--- src/sv/odometry_pose_integrator_assert.svh ---
// ----------------------------------------------------------------------------
// Odometry pose integrator assertion macros
// Shared concurrent assertion forms, reset-qualified.
// ----------------------------------------------------------------------------
`ifndef ODOMETRY_POSE_INTEGRATOR_ASSERT_SVH
`define ODOMETRY_POSE_INTEGRATOR_ASSERT_SVH

// same-cycle implication
`define OPI_ASSERT_IMPLY(lbl, clk, rst_n, a, b) \
    lbl: assert property (@(posedge clk) disable iff (!rst_n) (a) |-> (b)) \
        else $error("assertion failed");

// next-cycle implication
`define OPI_ASSERT_NEXT(lbl, clk, rst_n, a, b) \
    lbl: assert property (@(posedge clk) disable iff (!rst_n) (a) |=> (b)) \
        else $error("assertion failed");

`endif

--- src/sv/opi_pkg.sv ---
// ----------------------------------------------------------------------------
// Odometry pose integrator package
// Sizes, constants, cell word type and arctangent table.
// ----------------------------------------------------------------------------
package opi_pkg;

    localparam int CORDIC_STEPS = 24;
    localparam int ANGLE_BITS   = 32;

    localparam int CW = 46;  // CORDIC coordinate width, 2^-36 m
    localparam int ZW = 34;  // residual angle width
    localparam int IW = 33;  // heading increment width

    localparam logic [31:0] ANGLE_MASK = 32'(64'hFFFF_FFFF << (32 - ANGLE_BITS));
    localparam logic [30:0] GAIN_COMP  = 31'd652032874;

    localparam logic [1:0] REG_LINEAR_GAIN    = 2'd0;
    localparam logic [1:0] REG_GYRO_SCALE     = 2'd1;
    localparam logic [1:0] REG_RATE_THRESHOLD = 2'd2;

    typedef struct packed {
        logic                 valid;
        logic signed [CW-1:0] cx;
        logic signed [CW-1:0] cy;
        logic signed [ZW-1:0] z;
        logic                 flip;
    } t_cell;

    function automatic logic [31:0] atan_val(input logic [4:0] idx);
        logic [31:0] v;
        case (idx)
            5'd0:  v = 32'h20000000;  5'd1:  v = 32'h12E4051E;
            5'd2:  v = 32'h09FB385B;  5'd3:  v = 32'h051111D4;
            5'd4:  v = 32'h028B0D43;  5'd5:  v = 32'h0145D7E1;
            5'd6:  v = 32'h00A2F61E;  5'd7:  v = 32'h00517C55;
            5'd8:  v = 32'h0028BE53;  5'd9:  v = 32'h00145F2F;
            5'd10: v = 32'h000A2F98;  5'd11: v = 32'h000517CC;
            5'd12: v = 32'h00028BE6;  5'd13: v = 32'h000145F3;
            5'd14: v = 32'h0000A2F9;  5'd15: v = 32'h0000517D;
            5'd16: v = 32'h000028BE;  5'd17: v = 32'h0000145F;
            5'd18: v = 32'h00000A30;  5'd19: v = 32'h00000518;
            5'd20: v = 32'h0000028C;  5'd21: v = 32'h00000146;
            5'd22: v = 32'h000000A3;  5'd23: v = 32'h00000051;
            5'd24: v = 32'h00000029;  5'd25: v = 32'h00000014;
            5'd26: v = 32'h0000000A;  5'd27: v = 32'h00000005;
            5'd28: v = 32'h00000003;  5'd29: v = 32'h00000001;
            5'd30: v = 32'h00000001;
            default: v = 32'h00000000;
        endcase
        return v;
    endfunction

endpackage

--- src/sv/opi_cordic_cell.sv ---
// ----------------------------------------------------------------------------
// Odometry pose integrator CORDIC cell
// One rotation micro-step; passes its word to the next cell each cycle.
// ----------------------------------------------------------------------------
module opi_cordic_cell (
    input  logic           i_clk,
    input  logic           i_rst_n,
    input  logic [4:0]     i_shift,
    input  opi_pkg::t_cell i_d,
    output opi_pkg::t_cell o_q
);

    opi_pkg::t_cell                r_q;
    logic signed [opi_pkg::CW-1:0] w_dx, w_dy;
    logic signed [opi_pkg::ZW-1:0] w_at;

    always_comb begin
        w_dx = i_d.cx >>> i_shift;
        w_dy = i_d.cy >>> i_shift;
        w_at = $signed({2'b00, opi_pkg::atan_val(i_shift)});
    end

    always_ff @(posedge i_clk) begin
        if (!i_rst_n) begin
            r_q.valid <= 1'b0;
        end else begin
            r_q.valid <= i_d.valid;
        end
        r_q.flip <= i_d.flip;
        if (!i_d.z[opi_pkg::ZW-1]) begin
            r_q.cx <= i_d.cx - w_dy;
            r_q.cy <= i_d.cy + w_dx;
            r_q.z  <= i_d.z - w_at;
        end else begin
            r_q.cx <= i_d.cx + w_dy;
            r_q.cy <= i_d.cy - w_dx;
            r_q.z  <= i_d.z + w_at;
        end
    end

    assign o_q = r_q;

endmodule

--- config.mk ---
export PLATFORM = sky130hd
export DESIGN_NAME = opi_cordic_cell
export DESIGN_NICKNAME = d
export VERILOG_FILES = /design/src/sv/odometry_pose_integrator_assert.svh /design/src/sv/opi_pkg.sv /design/src/sv/opi_cordic_cell.sv
export SDC_FILE = /design/constraint.sdc
export NUM_CORES = 1
export LEC_CHECK = 0
export BUFFER_PORTS_ARGS = -buffer_cell sky130_fd_sc_hd__buf_2
export CORE_MARGIN = 5
export CORE_UTILIZATION = 45
export DETAILED_ROUTE_END_ITERATION = 12
export PLACE_DENSITY = 0.65
export SLEW_MARGIN = 20
export SYNTH_ARGS = -nofsm -noshare
export SYNTH_HDL_FRONTEND = slang
export SYNTH_SLANG_ARGS = --single-unit
--- constraint.sdc ---
create_clock -name i_clk -period 19.8 [get_ports i_clk]
set_clock_uncertainty 0.05 [all_clocks]
set_input_delay 0 -clock i_clk [delete_from_list [all_inputs] [get_ports i_clk]]
set_output_delay 0 -clock i_clk [all_outputs]
set_load 0.05 [all_outputs]
==> metrics.cfg <==
[die]
start_util_pct = 45.6
dieArea_sq_mm = 0.0458
std_cell_rows = 74
fp.dieW_um = 214
core_sq_mm = 0.0410
ios = 263
fp.dieH_um = 214

[drt]
drc = 0
vias_per_cell = 6.29
wl_mm = 71.6
vias = 19200
drt_pass1_iterations = 8
routedWlPerCell_um = 23.4
ant_nets = 0
drt_iter0_drc = 2191

[clock_network]
root_buffer = clkbuf_16
clock_path_buffers = 2
clk_pin_slew_ns = 0.06
cts_buffers = 17
cts.sinks = 128
tritoncts = done
cts_resized = 0
htree_levels = 4

[synthesis]
synth_area_sq_mm = 0.0187
syn-instance-count = 2236
yosysUniqueCellTypes = 93
synth_enable_flop_cells = 0
synth-seq-cells = 128
yosysSeqAreaShare_pct = 13.7
syn_avg_cell_area_sq_um = 8.37
yosysWarnings = 0
ys.flop_type = dfxtp_1
syn_nets = 2521
async_flop_share_pct = 0

[sta]
hold_violations = 0
final_max_slew_viol_count = 0
tightestPinTransition_ns = 1.04
tns_ns = 0
fmax_mhz = 129
hold-worst-slack_ns = 0.0453
relSlewSlack_pct = 30.2
finalCritPeriodShare_pct = 39.3
fin_crit_ns = 7.77
setup_violations = 0
rsz0062_at_grt = false

[placed_design]
place_congestion = 0.975
dp_hpwl_mm = 55.5
io_buffer_count = 262
dp_cells = 2923

[global_route]
grt_pass1_vias = 19000
grt_max_degree = 83
grt_pass1_wl_mm = 110
overflow = 0
track_usage_pct = 30.1
grt_antenna_before_repair = 0

[outcome]
status = completed

[hold_path]
min_from = i_d[74]
hold_depth = 3
min_to = o_q[74]
min_path_type = in2reg

[setup_path]
path_cells = buf_4, buf_4, buf_4, mux4_2, mux2_2, a221oi_1, nand3_1, or3_4, nor3b_2, and2_1, a21oi_1, xnor2_1, ha_1, a211oi_1, nand3_1, o211a_1, or4_1, nor2_1, o31ai_1, a41oi_1, o21ai_0, a21oi_1, or4b_2, nand4_1
cpMostUsedCell = buf_4
worstSetupStartpointType = input pin
worst-path-max-fanout = 82
crit_slowest_cell = buf_4
slowest_delay_ns = 0.84
required_ns = 20.17
path_buf_inv = 3
critical_path_class = in2reg
cp_top_family = simple AND/OR/NAND/NOR gates
arrival_ns = 8.14
worstSetupEndpointType = flip-flop

[layout]
syn2layout_area_growth_pct = 16.1
fin_cells = 3056
drive_above_1_share_pct = 19.1
largest_register_ffs = 128
nNetsFinal = 2795

[power_and_ir_drop]
pwr_density_cell_mw_per_mm2 = 97.5
vdd_drop_max_v = 0.0000957
leakagePower_nw = 9.38

[run]
cap_violations = 0

==> cells in the mapped netlist, types with 41 or more instances <==
library cell | count | area [sq um]
a21oi_1 | 211 | 1060
inv_1 | 67 | 251
xnor2_1 | 151 | 1320
mux2_2 | 45 | 507
mux2i_1 | 104 | 1040
xor2_1 | 72 | 631
o21ai_0 | 114 | 571
a31oi_1 | 41 | 257
clkbuf_1 | 64 | 240
mux4_2 | 83 | 1870
a21o_1 | 49 | 368
nor2_1 | 187 | 702
nand2_1 | 170 | 638
dfxtp_1 | 128 | 2560
ha_1 | 147 | 1840
==> cells in the final DEF, fill, tap and decap left out, drive strengths merged, types with 25 or more instances in the layout <==
cell type    netlist  routed
a21oi            211     211
o21a              28      28
buf               65     286
o21ai            116     116
a31oi             41      41
nand2b            31      31
dlygate4sd3        0     100
nand2            171     171
a211oi            29      29
dfxtp            128     128
inv               67      68
ha               147     147
xor2              72      72
mux4             107     107
mux2              45      45
nor2             188     188
and2              25      25
xnor2            151     151
nor2b             34      34
o22ai             26      26
nor3              36      36
mux2i            104     104
nand3             35      35
a21o              49      49
==> power by group <==
part	internal, W	total [W]	switching [W]
registers	0.000375	0.000402	0.0000266
clock network	0.000183	0.000313	0.000130
logic	0.000447	0.00140	0.000956
total	0.00100	0.00212	0.00111
==> what timing repair did <==
item / 4_1_cts / 5_1_grt
endpoints found under the hold margin: 83 / 0
setup buffers: 0 / 0
hold buffers: 100 / 0
==> per-layer routing <==
layer	GRT usage, %	share of wire [%]	up-vias
met1	38.3	41	9099
met2	49.3	45	995
li1	-	-	8941
met4	14.2	4.9	0
met3	6.18	9.1	182
met5	0	0	-
==> cell families (layout without fill, tap and decap cells) <==
kind of cell / Yosys count / count (layout) / share of synthesized area (%)
other cells: 0 / 1 / 0
compound gates: 652 / 652 / 22.2
buf+inv: 198 / 485 / 5.25
xor+xnor: 223 / 223 / 10.4
flops: 128 / 128 / 13.7
simple gates: 629 / 629 / 16.7
fa+ha+maj: 150 / 150 / 10.2
mux: 256 / 256 / 21.6
==> through the flow <==
| stage | total power, W | area (sq um) | setup slack (ns) | utilization (%) |
|---|---|---|---|---|
| final | 0.00212 | 21700 | 12.03 | 53.0 |
| after global routing | 0.00224 | 21700 | 11.49 | 53.0 |
| after CTS | 0.00212 | 21700 | 12.24 | 53.0 |
| after detailed placement | 0.00176 | 20100 | 11.73 | 49.1 |
| after global placement | 0.00175 | 20100 | 11.86 | 49.1 |
| after floorplan | 0.00144 | 18700 | 13.04 | - |
==> worst min-delay path, cell delays in order <==
cell	delay [ns]
buf_2	0.16
ha_1	0.28
xor2_1	0.09
==> worst max-delay path by stage <==
stage | startpoint | end | slack [ns] | cells past startpoint
2_1_floorplan | i_shift[2] | o_q[119] | 13.04 | 27
3_3_place_gp | i_shift[2] | o_q[119] | 11.86 | 24
4_1_cts | i_shift[2] | o_q[119] | 12.24 | 24
3_5_place_dp | i_shift[2] | o_q[119] | 11.73 | 24
6_report | i_shift[2] | o_q[119] | 12.03 | 24
5_1_grt | i_shift[2] | o_q[119] | 11.49 | 24
==> cell type report <==
class / instances / area [sq um]
Timing Repair Buffer: 386 / 2500
Sequential cell: 128 / 2560
Inverter: 67 / 251
Multi-Input combinational cell: 1910 / 15200
Antenna cell: 1 / 2.50
Tap cell: 532 / 666
Clock inverter: 15 / 145
Clock buffer: 17 / 425
Fill cell: 3903 / 19300
Note: power is estimated with default switching activity, not from simulation.
