--- config.mk ---
export PLATFORM = sky130hd
export DESIGN_NAME = opi_front
export DESIGN_NICKNAME = d
export VERILOG_FILES = /design/src/sv/odometry_pose_integrator_assert.svh /design/src/sv/opi_pkg.sv /design/src/sv/opi_front.sv
export SDC_FILE = /design/constraint.sdc
export NUM_CORES = 2
export LEC_CHECK = 0
export ABC_AREA = 0
export BUFFER_PORTS_ARGS = -buffer_cell sky130_fd_sc_hd__buf_4
export CORE_MARGIN = 2
export CORE_UTILIZATION = 65
export CTS_BUF_LIST = sky130_fd_sc_hd__clkbuf_4
export DETAILED_ROUTE_END_ITERATION = 6
export MAX_ROUTING_LAYER = met4
export PLACE_DENSITY_LB_ADDON = 0.15
export SLEW_MARGIN = 20
export SYNTH_ARGS = -nofsm -noshare
export SYNTH_HDL_FRONTEND = slang
export SYNTH_SLANG_ARGS = --single-unit
--- constraint.sdc ---
create_clock -name i_clk -period 9.1 [get_ports i_clk]
set_input_delay 0.91 -clock i_clk [delete_from_list [all_inputs] [get_ports i_clk]]
set_output_delay 0.91 -clock i_clk [all_outputs]
set_load 0.005 [all_outputs]
--- src/sv/odometry_pose_integrator_assert.svh ---
// ----------------------------------------------------------------------------
// Odometry pose integrator assertion macros
// Shared concurrent assertion forms, reset-qualified.
// ----------------------------------------------------------------------------
`ifndef ODOMETRY_POSE_INTEGRATOR_ASSERT_SVH
`define ODOMETRY_POSE_INTEGRATOR_ASSERT_SVH

// same-cycle implication
`define OPI_ASSERT_IMPLY(lbl, clk, rst_n, a, b) \
    lbl: assert property (@(posedge clk) disable iff (!rst_n) (a) |-> (b)) \
        else $error("assertion failed");

// next-cycle implication
`define OPI_ASSERT_NEXT(lbl, clk, rst_n, a, b) \
    lbl: assert property (@(posedge clk) disable iff (!rst_n) (a) |=> (b)) \
        else $error("assertion failed");

`endif

--- src/sv/opi_pkg.sv ---
// ----------------------------------------------------------------------------
// Odometry pose integrator package
// Sizes, constants, cell word type and arctangent table.
// ----------------------------------------------------------------------------
package opi_pkg;

    localparam int CORDIC_STEPS = 24;
    localparam int ANGLE_BITS   = 32;

    localparam int CW = 46;  // CORDIC coordinate width, 2^-36 m
    localparam int ZW = 34;  // residual angle width
    localparam int IW = 33;  // heading increment width

    localparam logic [31:0] ANGLE_MASK = 32'(64'hFFFF_FFFF << (32 - ANGLE_BITS));
    localparam logic [30:0] GAIN_COMP  = 31'd652032874;

    localparam logic [1:0] REG_LINEAR_GAIN    = 2'd0;
    localparam logic [1:0] REG_GYRO_SCALE     = 2'd1;
    localparam logic [1:0] REG_RATE_THRESHOLD = 2'd2;

    typedef struct packed {
        logic                 valid;
        logic signed [CW-1:0] cx;
        logic signed [CW-1:0] cy;
        logic signed [ZW-1:0] z;
        logic                 flip;
    } t_cell;

    function automatic logic [31:0] atan_val(input logic [4:0] idx);
        logic [31:0] v;
        case (idx)
            5'd0:  v = 32'h20000000;  5'd1:  v = 32'h12E4051E;
            5'd2:  v = 32'h09FB385B;  5'd3:  v = 32'h051111D4;
            5'd4:  v = 32'h028B0D43;  5'd5:  v = 32'h0145D7E1;
            5'd6:  v = 32'h00A2F61E;  5'd7:  v = 32'h00517C55;
            5'd8:  v = 32'h0028BE53;  5'd9:  v = 32'h00145F2F;
            5'd10: v = 32'h000A2F98;  5'd11: v = 32'h000517CC;
            5'd12: v = 32'h00028BE6;  5'd13: v = 32'h000145F3;
            5'd14: v = 32'h0000A2F9;  5'd15: v = 32'h0000517D;
            5'd16: v = 32'h000028BE;  5'd17: v = 32'h0000145F;
            5'd18: v = 32'h00000A30;  5'd19: v = 32'h00000518;
            5'd20: v = 32'h0000028C;  5'd21: v = 32'h00000146;
            5'd22: v = 32'h000000A3;  5'd23: v = 32'h00000051;
            5'd24: v = 32'h00000029;  5'd25: v = 32'h00000014;
            5'd26: v = 32'h0000000A;  5'd27: v = 32'h00000005;
            5'd28: v = 32'h00000003;  5'd29: v = 32'h00000001;
            5'd30: v = 32'h00000001;
            default: v = 32'h00000000;
        endcase
        return v;
    endfunction

endpackage

--- src/sv/opi_front.sv ---
// ----------------------------------------------------------------------------
// Odometry pose integrator front end
// Scales step and gyro word, thresholds the increment, forms the CORDIC
// start word. Four registered stages.
// ----------------------------------------------------------------------------
module opi_front (
    input  logic                   i_clk,
    input  logic                   i_rst_n,
    input  logic                   i_start,
    input  logic signed [23:0]     i_linear_step,
    input  logic signed [15:0]     i_gyro_rate,
    input  logic [15:0]            i_gain,
    input  logic [23:0]            i_scale,
    input  logic [30:0]            i_thr,
    input  logic [31:0]            i_heading,
    output opi_pkg::t_cell         o_c,
    output logic [31:0]            o_inc
);

    logic                       r_v1, r_v2, r_v3;
    logic signed [40:0]         r_ps, r_pr;
    logic signed [26:0]         r_s;
    logic signed [opi_pkg::ZW-1:0] r_z2, r_z3;
    logic                       r_f2, r_f3;
    logic signed [57:0]         r_m;
    opi_pkg::t_cell             r_c;
    logic [31:0]                r_inc;

    logic signed [26:0]         n_s;
    logic signed [opi_pkg::IW-1:0] n_inc, w_mag;
    logic [31:0]                w_phi;
    logic                       w_flip;

    always_comb begin
        n_s   = 27'((r_ps + 41'sd8192) >>> 14);
        n_inc = 33'((r_pr + 41'sd128) >>> 8);
        w_mag = n_inc[opi_pkg::IW-1] ? -n_inc : n_inc;
        if (w_mag <= $signed({2'b00, i_thr})) begin
            n_inc = '0;
        end
        w_phi  = (i_heading + 32'(n_inc >>> 1)) & opi_pkg::ANGLE_MASK;
        w_flip = w_phi[31] ^ w_phi[30];
    end

    always_ff @(posedge i_clk) begin
        if (!i_rst_n) begin
            r_v1 <= 1'b0;
            r_v2 <= 1'b0;
            r_v3 <= 1'b0;
        end else begin
            r_v1 <= i_start;
            r_v2 <= r_v1;
            r_v3 <= r_v2;
        end
    end

    always_ff @(posedge i_clk) begin
        if (!i_rst_n) begin
            r_c.valid <= 1'b0;
        end else begin
            r_c.valid <= r_v3;
        end
        if (i_start) begin
            r_ps <= 41'(i_linear_step * $signed({1'b0, i_gain}));
            r_pr <= 41'(i_gyro_rate * $signed({1'b0, i_scale}));
        end
        if (r_v1) begin
            r_s   <= n_s;
            r_inc <= 32'(n_inc);
            r_z2  <= {{(opi_pkg::ZW-32){w_phi[31] ^ w_flip}}, w_phi[31] ^ w_flip, w_phi[30:0]};
            r_f2  <= w_flip;
        end
        if (r_v2) begin
            r_m  <= 58'(r_s * $signed({1'b0, opi_pkg::GAIN_COMP}));
            r_z3 <= r_z2;
            r_f3 <= r_f2;
        end
        if (r_v3) begin
            r_c.cx   <= opi_pkg::CW'((r_m + 58'sd8192) >>> 14);
            r_c.cy   <= '0;
            r_c.z    <= r_z3;
            r_c.flip <= r_f3;
        end
    end

    assign o_c   = r_c;
    assign o_inc = r_inc;

endmodule

==> run summary <==
DR WL/cell -> 19.1 µm
RSZ-0062 raised after global routing -> false
Max stage delay on crit path -> 0.54 ns
clk buf depth -> 3
Sequential Area -> 9280 µm²
Cell variety after synth -> 85
via density per instance -> 5.47
CP max FO -> 14
H-tree depth -> 3
fraction of layout cells with a size suffix above 1 -> 0.0800
die width -> 292 µm
CTS tree -> yes
relative slew slack -> 0.354
Critical Path Source -> r_pr[7]$_DFFE_PP_
io pins -> 306
Starting Density -> 0.656
global-route wire length before repair -> 205 mm
Min Hold Slack -> 0.304 ns
Hold WC Path Type -> in2reg
Synth Flop Type -> edfxtp_1
routability cong. -> 0.986
Worst Tran Pin Value -> 0.962 ns
Core Box Area -> 82000 µm²
min Tclk post-route -> 8.57 ns
Seq/Total Area, Yosys -> 0.172
Final ANT Viol Nets -> 0
fmax -> 117 MHz
DIE AREA -> 85100 µm²
PortBufs -> 259
total CTS buffers -> 73
initial antenna violation count -> 3
clk sinks -> 310
Slew Limit Fails -> 0
period utilisation layout -> 0.942
Async SR Flop Fraction -> 0
layout filler cell count -> 6368
First-pass DRT Iterations -> 5
Crit path required time -> 9.69 ns
Setup Buffers After CTS -> 0
Fin. Hold Viols -> 0
Synth Instances -> 5291
Final setup viols -> 0
slowest CP cell -> xnor2_1
vias in the first global route -> 38435
critical path arrival -> 9.16 ns
HP Start -> i_rst_n
CP Capture Type -> register
Die Height -> 292 µm
Clock Latency Late Sink -> 0.84 ns
synth warn -> 0
num rows -> 105
max-cap viol count -> 0
startpoint class of the critical path -> register
total grt overflow -> 0
via count -> 36302
number of synthesized flops with an enable pin -> 306
Total Routing Usage GR -> 0.319
DRT iter0 DRCs -> 2502
Mapped Area -> 53800 µm²
flops & latches, synth -> 310
clk_skew -> 0.0949 ns
Clk pin slew, worst setup/hold paths -> 0.07 ns
number of remaining DRC errors -> 0
Multi-input gate area -> 39000 µm²
Nets -> 7255
FF-to-FF Start -> r_pr[7]$_DFFE_PP_
P&R area growth vs syn -> 6.78%
pin count of the biggest net entering global routing -> 67
setup TNS -> 0 ns
root buffer cell -> clkbuf_4
Setup CP Type -> reg2reg
r2r setup slk -> 0.53 ns
DP HPWL -> 105 mm
total wire length -> 127 mm
Mean Syn Cell Area -> 10.2 µm²
status -> finished clean
-- per-stage QoR --
| stage | worst slack [ns] | util | std cells | area, µm² |
|---|---|---|---|---|
| floorplan | 1.79 | - | 5336 | 53900 |
| global placement | 0.481 | 0.689 | 6505 | 56500 |
| detailed placement | 0.302 | 0.689 | 6505 | 56500 |
| CTS | 0.299 | 0.700 | 6632 | 57400 |
| global route | 0.0177 | 0.701 | 6635 | 57400 |
| finish | 0.529 | 0.701 | 6635 | 57400 |
-- Yosys cell counts (11+ instances only) --
master	n	area share
inv_1	1275	0.089
fa_1	1017	0.38
ha_1	582	0.14
nand2_1	559	0.039
edfxtp_1	306	0.17
and2_1	295	0.034
xnor2_1	186	0.030
nor2_1	134	0.0094
clkbuf_1	117	0.0082
a21oi_1	116	0.011
xor2_1	84	0.014
a21o_1	71	0.0099
nand3_1	60	0.0056
o21ai_0	53	0.0049
buf_4	52	0.0073
nand4_1	43	0.0050
nand2b_1	40	0.0047
and3_1	36	0.0042
nor3_1	29	0.0027
nor2b_1	24	0.0028
a31oi_1	20	0.0023
o21a_1	20	0.0028
a211oi_1	12	0.0017
o21bai_1	11	0.0015
or2_2	11	0.0013
-- registers in the layout (all words and copies together), names as in the netlist --
name	cells
o_c	77
o_inc	32
r_f2	1
r_f3	1
r_m	45
r_pr	34
r_ps	28
r_s	27
r_v1	1
r_v2	1
r_v3	1
r_z2	31
r_z3	31
-- layout by cell type, fill, tap and decap left out, types with 4 or more instances in the layout --
cell and instances:
inv_1 1275, fa_1 1017, ha_1 582, nand2_1 559, edfxtp_1 306, and2_1 295, buf_4 276, xnor2_1 186
nor2_1 134, a21oi_1 116, clkbuf_4 104, xor2_1 84, a21o_1 70, nand3_1 60, o21ai_0 53, conb_1 46
nand4_1 43, nand2b_1 40, and3_1 35, nor3_1 29, nor2b_1 24, o21a_1 20, a31oi_1 19, a211oi_1 12
clkinv_1 12, o21bai_1 11, or2_2 11, nor2_2 10, and4_1 9, nor4_1 9, or3_1 7, a41o_1 5
o31ai_1 5, a221oi_1 5, o211ai_1 5, a211o_1 5, inv_6 5, a41oi_1 4
-- kinds of logic after synthesis --
logic type,count (synthesis),synth area share
adder cells (fa/ha/maj),1599,0.514
AO/OA/AOI/OAI,366,0.0444
other,1,0.0000697
flip-flops,310,0.172
buffers and inverters,1452,0.106
AND/OR/NAND/NOR,1290,0.119
XOR/XNOR,273,0.0450
-- critical path, delay by kind of cell, from the launching register on --
family                     cells  cell delay, ns
AOI/OAI and AO/OA             10            2.70
DFF                            1            0.43
adders and majority gates      3            0.97
buffers and inverters          1            0.24
and+or+nand+nor               13            2.66
xor gates and xnor gates       4            1.35
-- timing repair --
item                       in CTS  in global routing
hold endpoints to repair        0                  0
setup endpoints to repair       0                  4
hold buffers                    0                  0
resized for setup               0                  4
-- final timing paths --
check | cells past startpoint | to
setup / recovery | 31 | r_f2$_DFFE_PP_
hold / removal | 2 | r_v2$_SDFF_PN0_
setup reg to reg | 31 | r_f2$_DFFE_PP_
hold reg to reg | 0 | r_z3[6]$_DFFE_PP_
-- metal layers --
layer	global-route usage	part of all wire
met1	0.436	0.43
met5	-	0
met4	0.0802	0.024
met3	0.0545	0.079
met2	0.501	0.47
-- layout make-up --
class                           instances  share of cell area
Timing Repair Buffer                  276              0.0361
Inverter                             1275              0.0833
Clock inverter                         23             0.00259
Clock buffer                          104              0.0136
Sequential cell                       310               0.162
Antenna cell                            3            0.000131
Multi-Input combinational cell       3574               0.679
Tap cell                             1070              0.0233
Power is left out: the tool's default activity adds up to more than one toggle a clock period on the data nets, which glitch-free logic cannot reach.
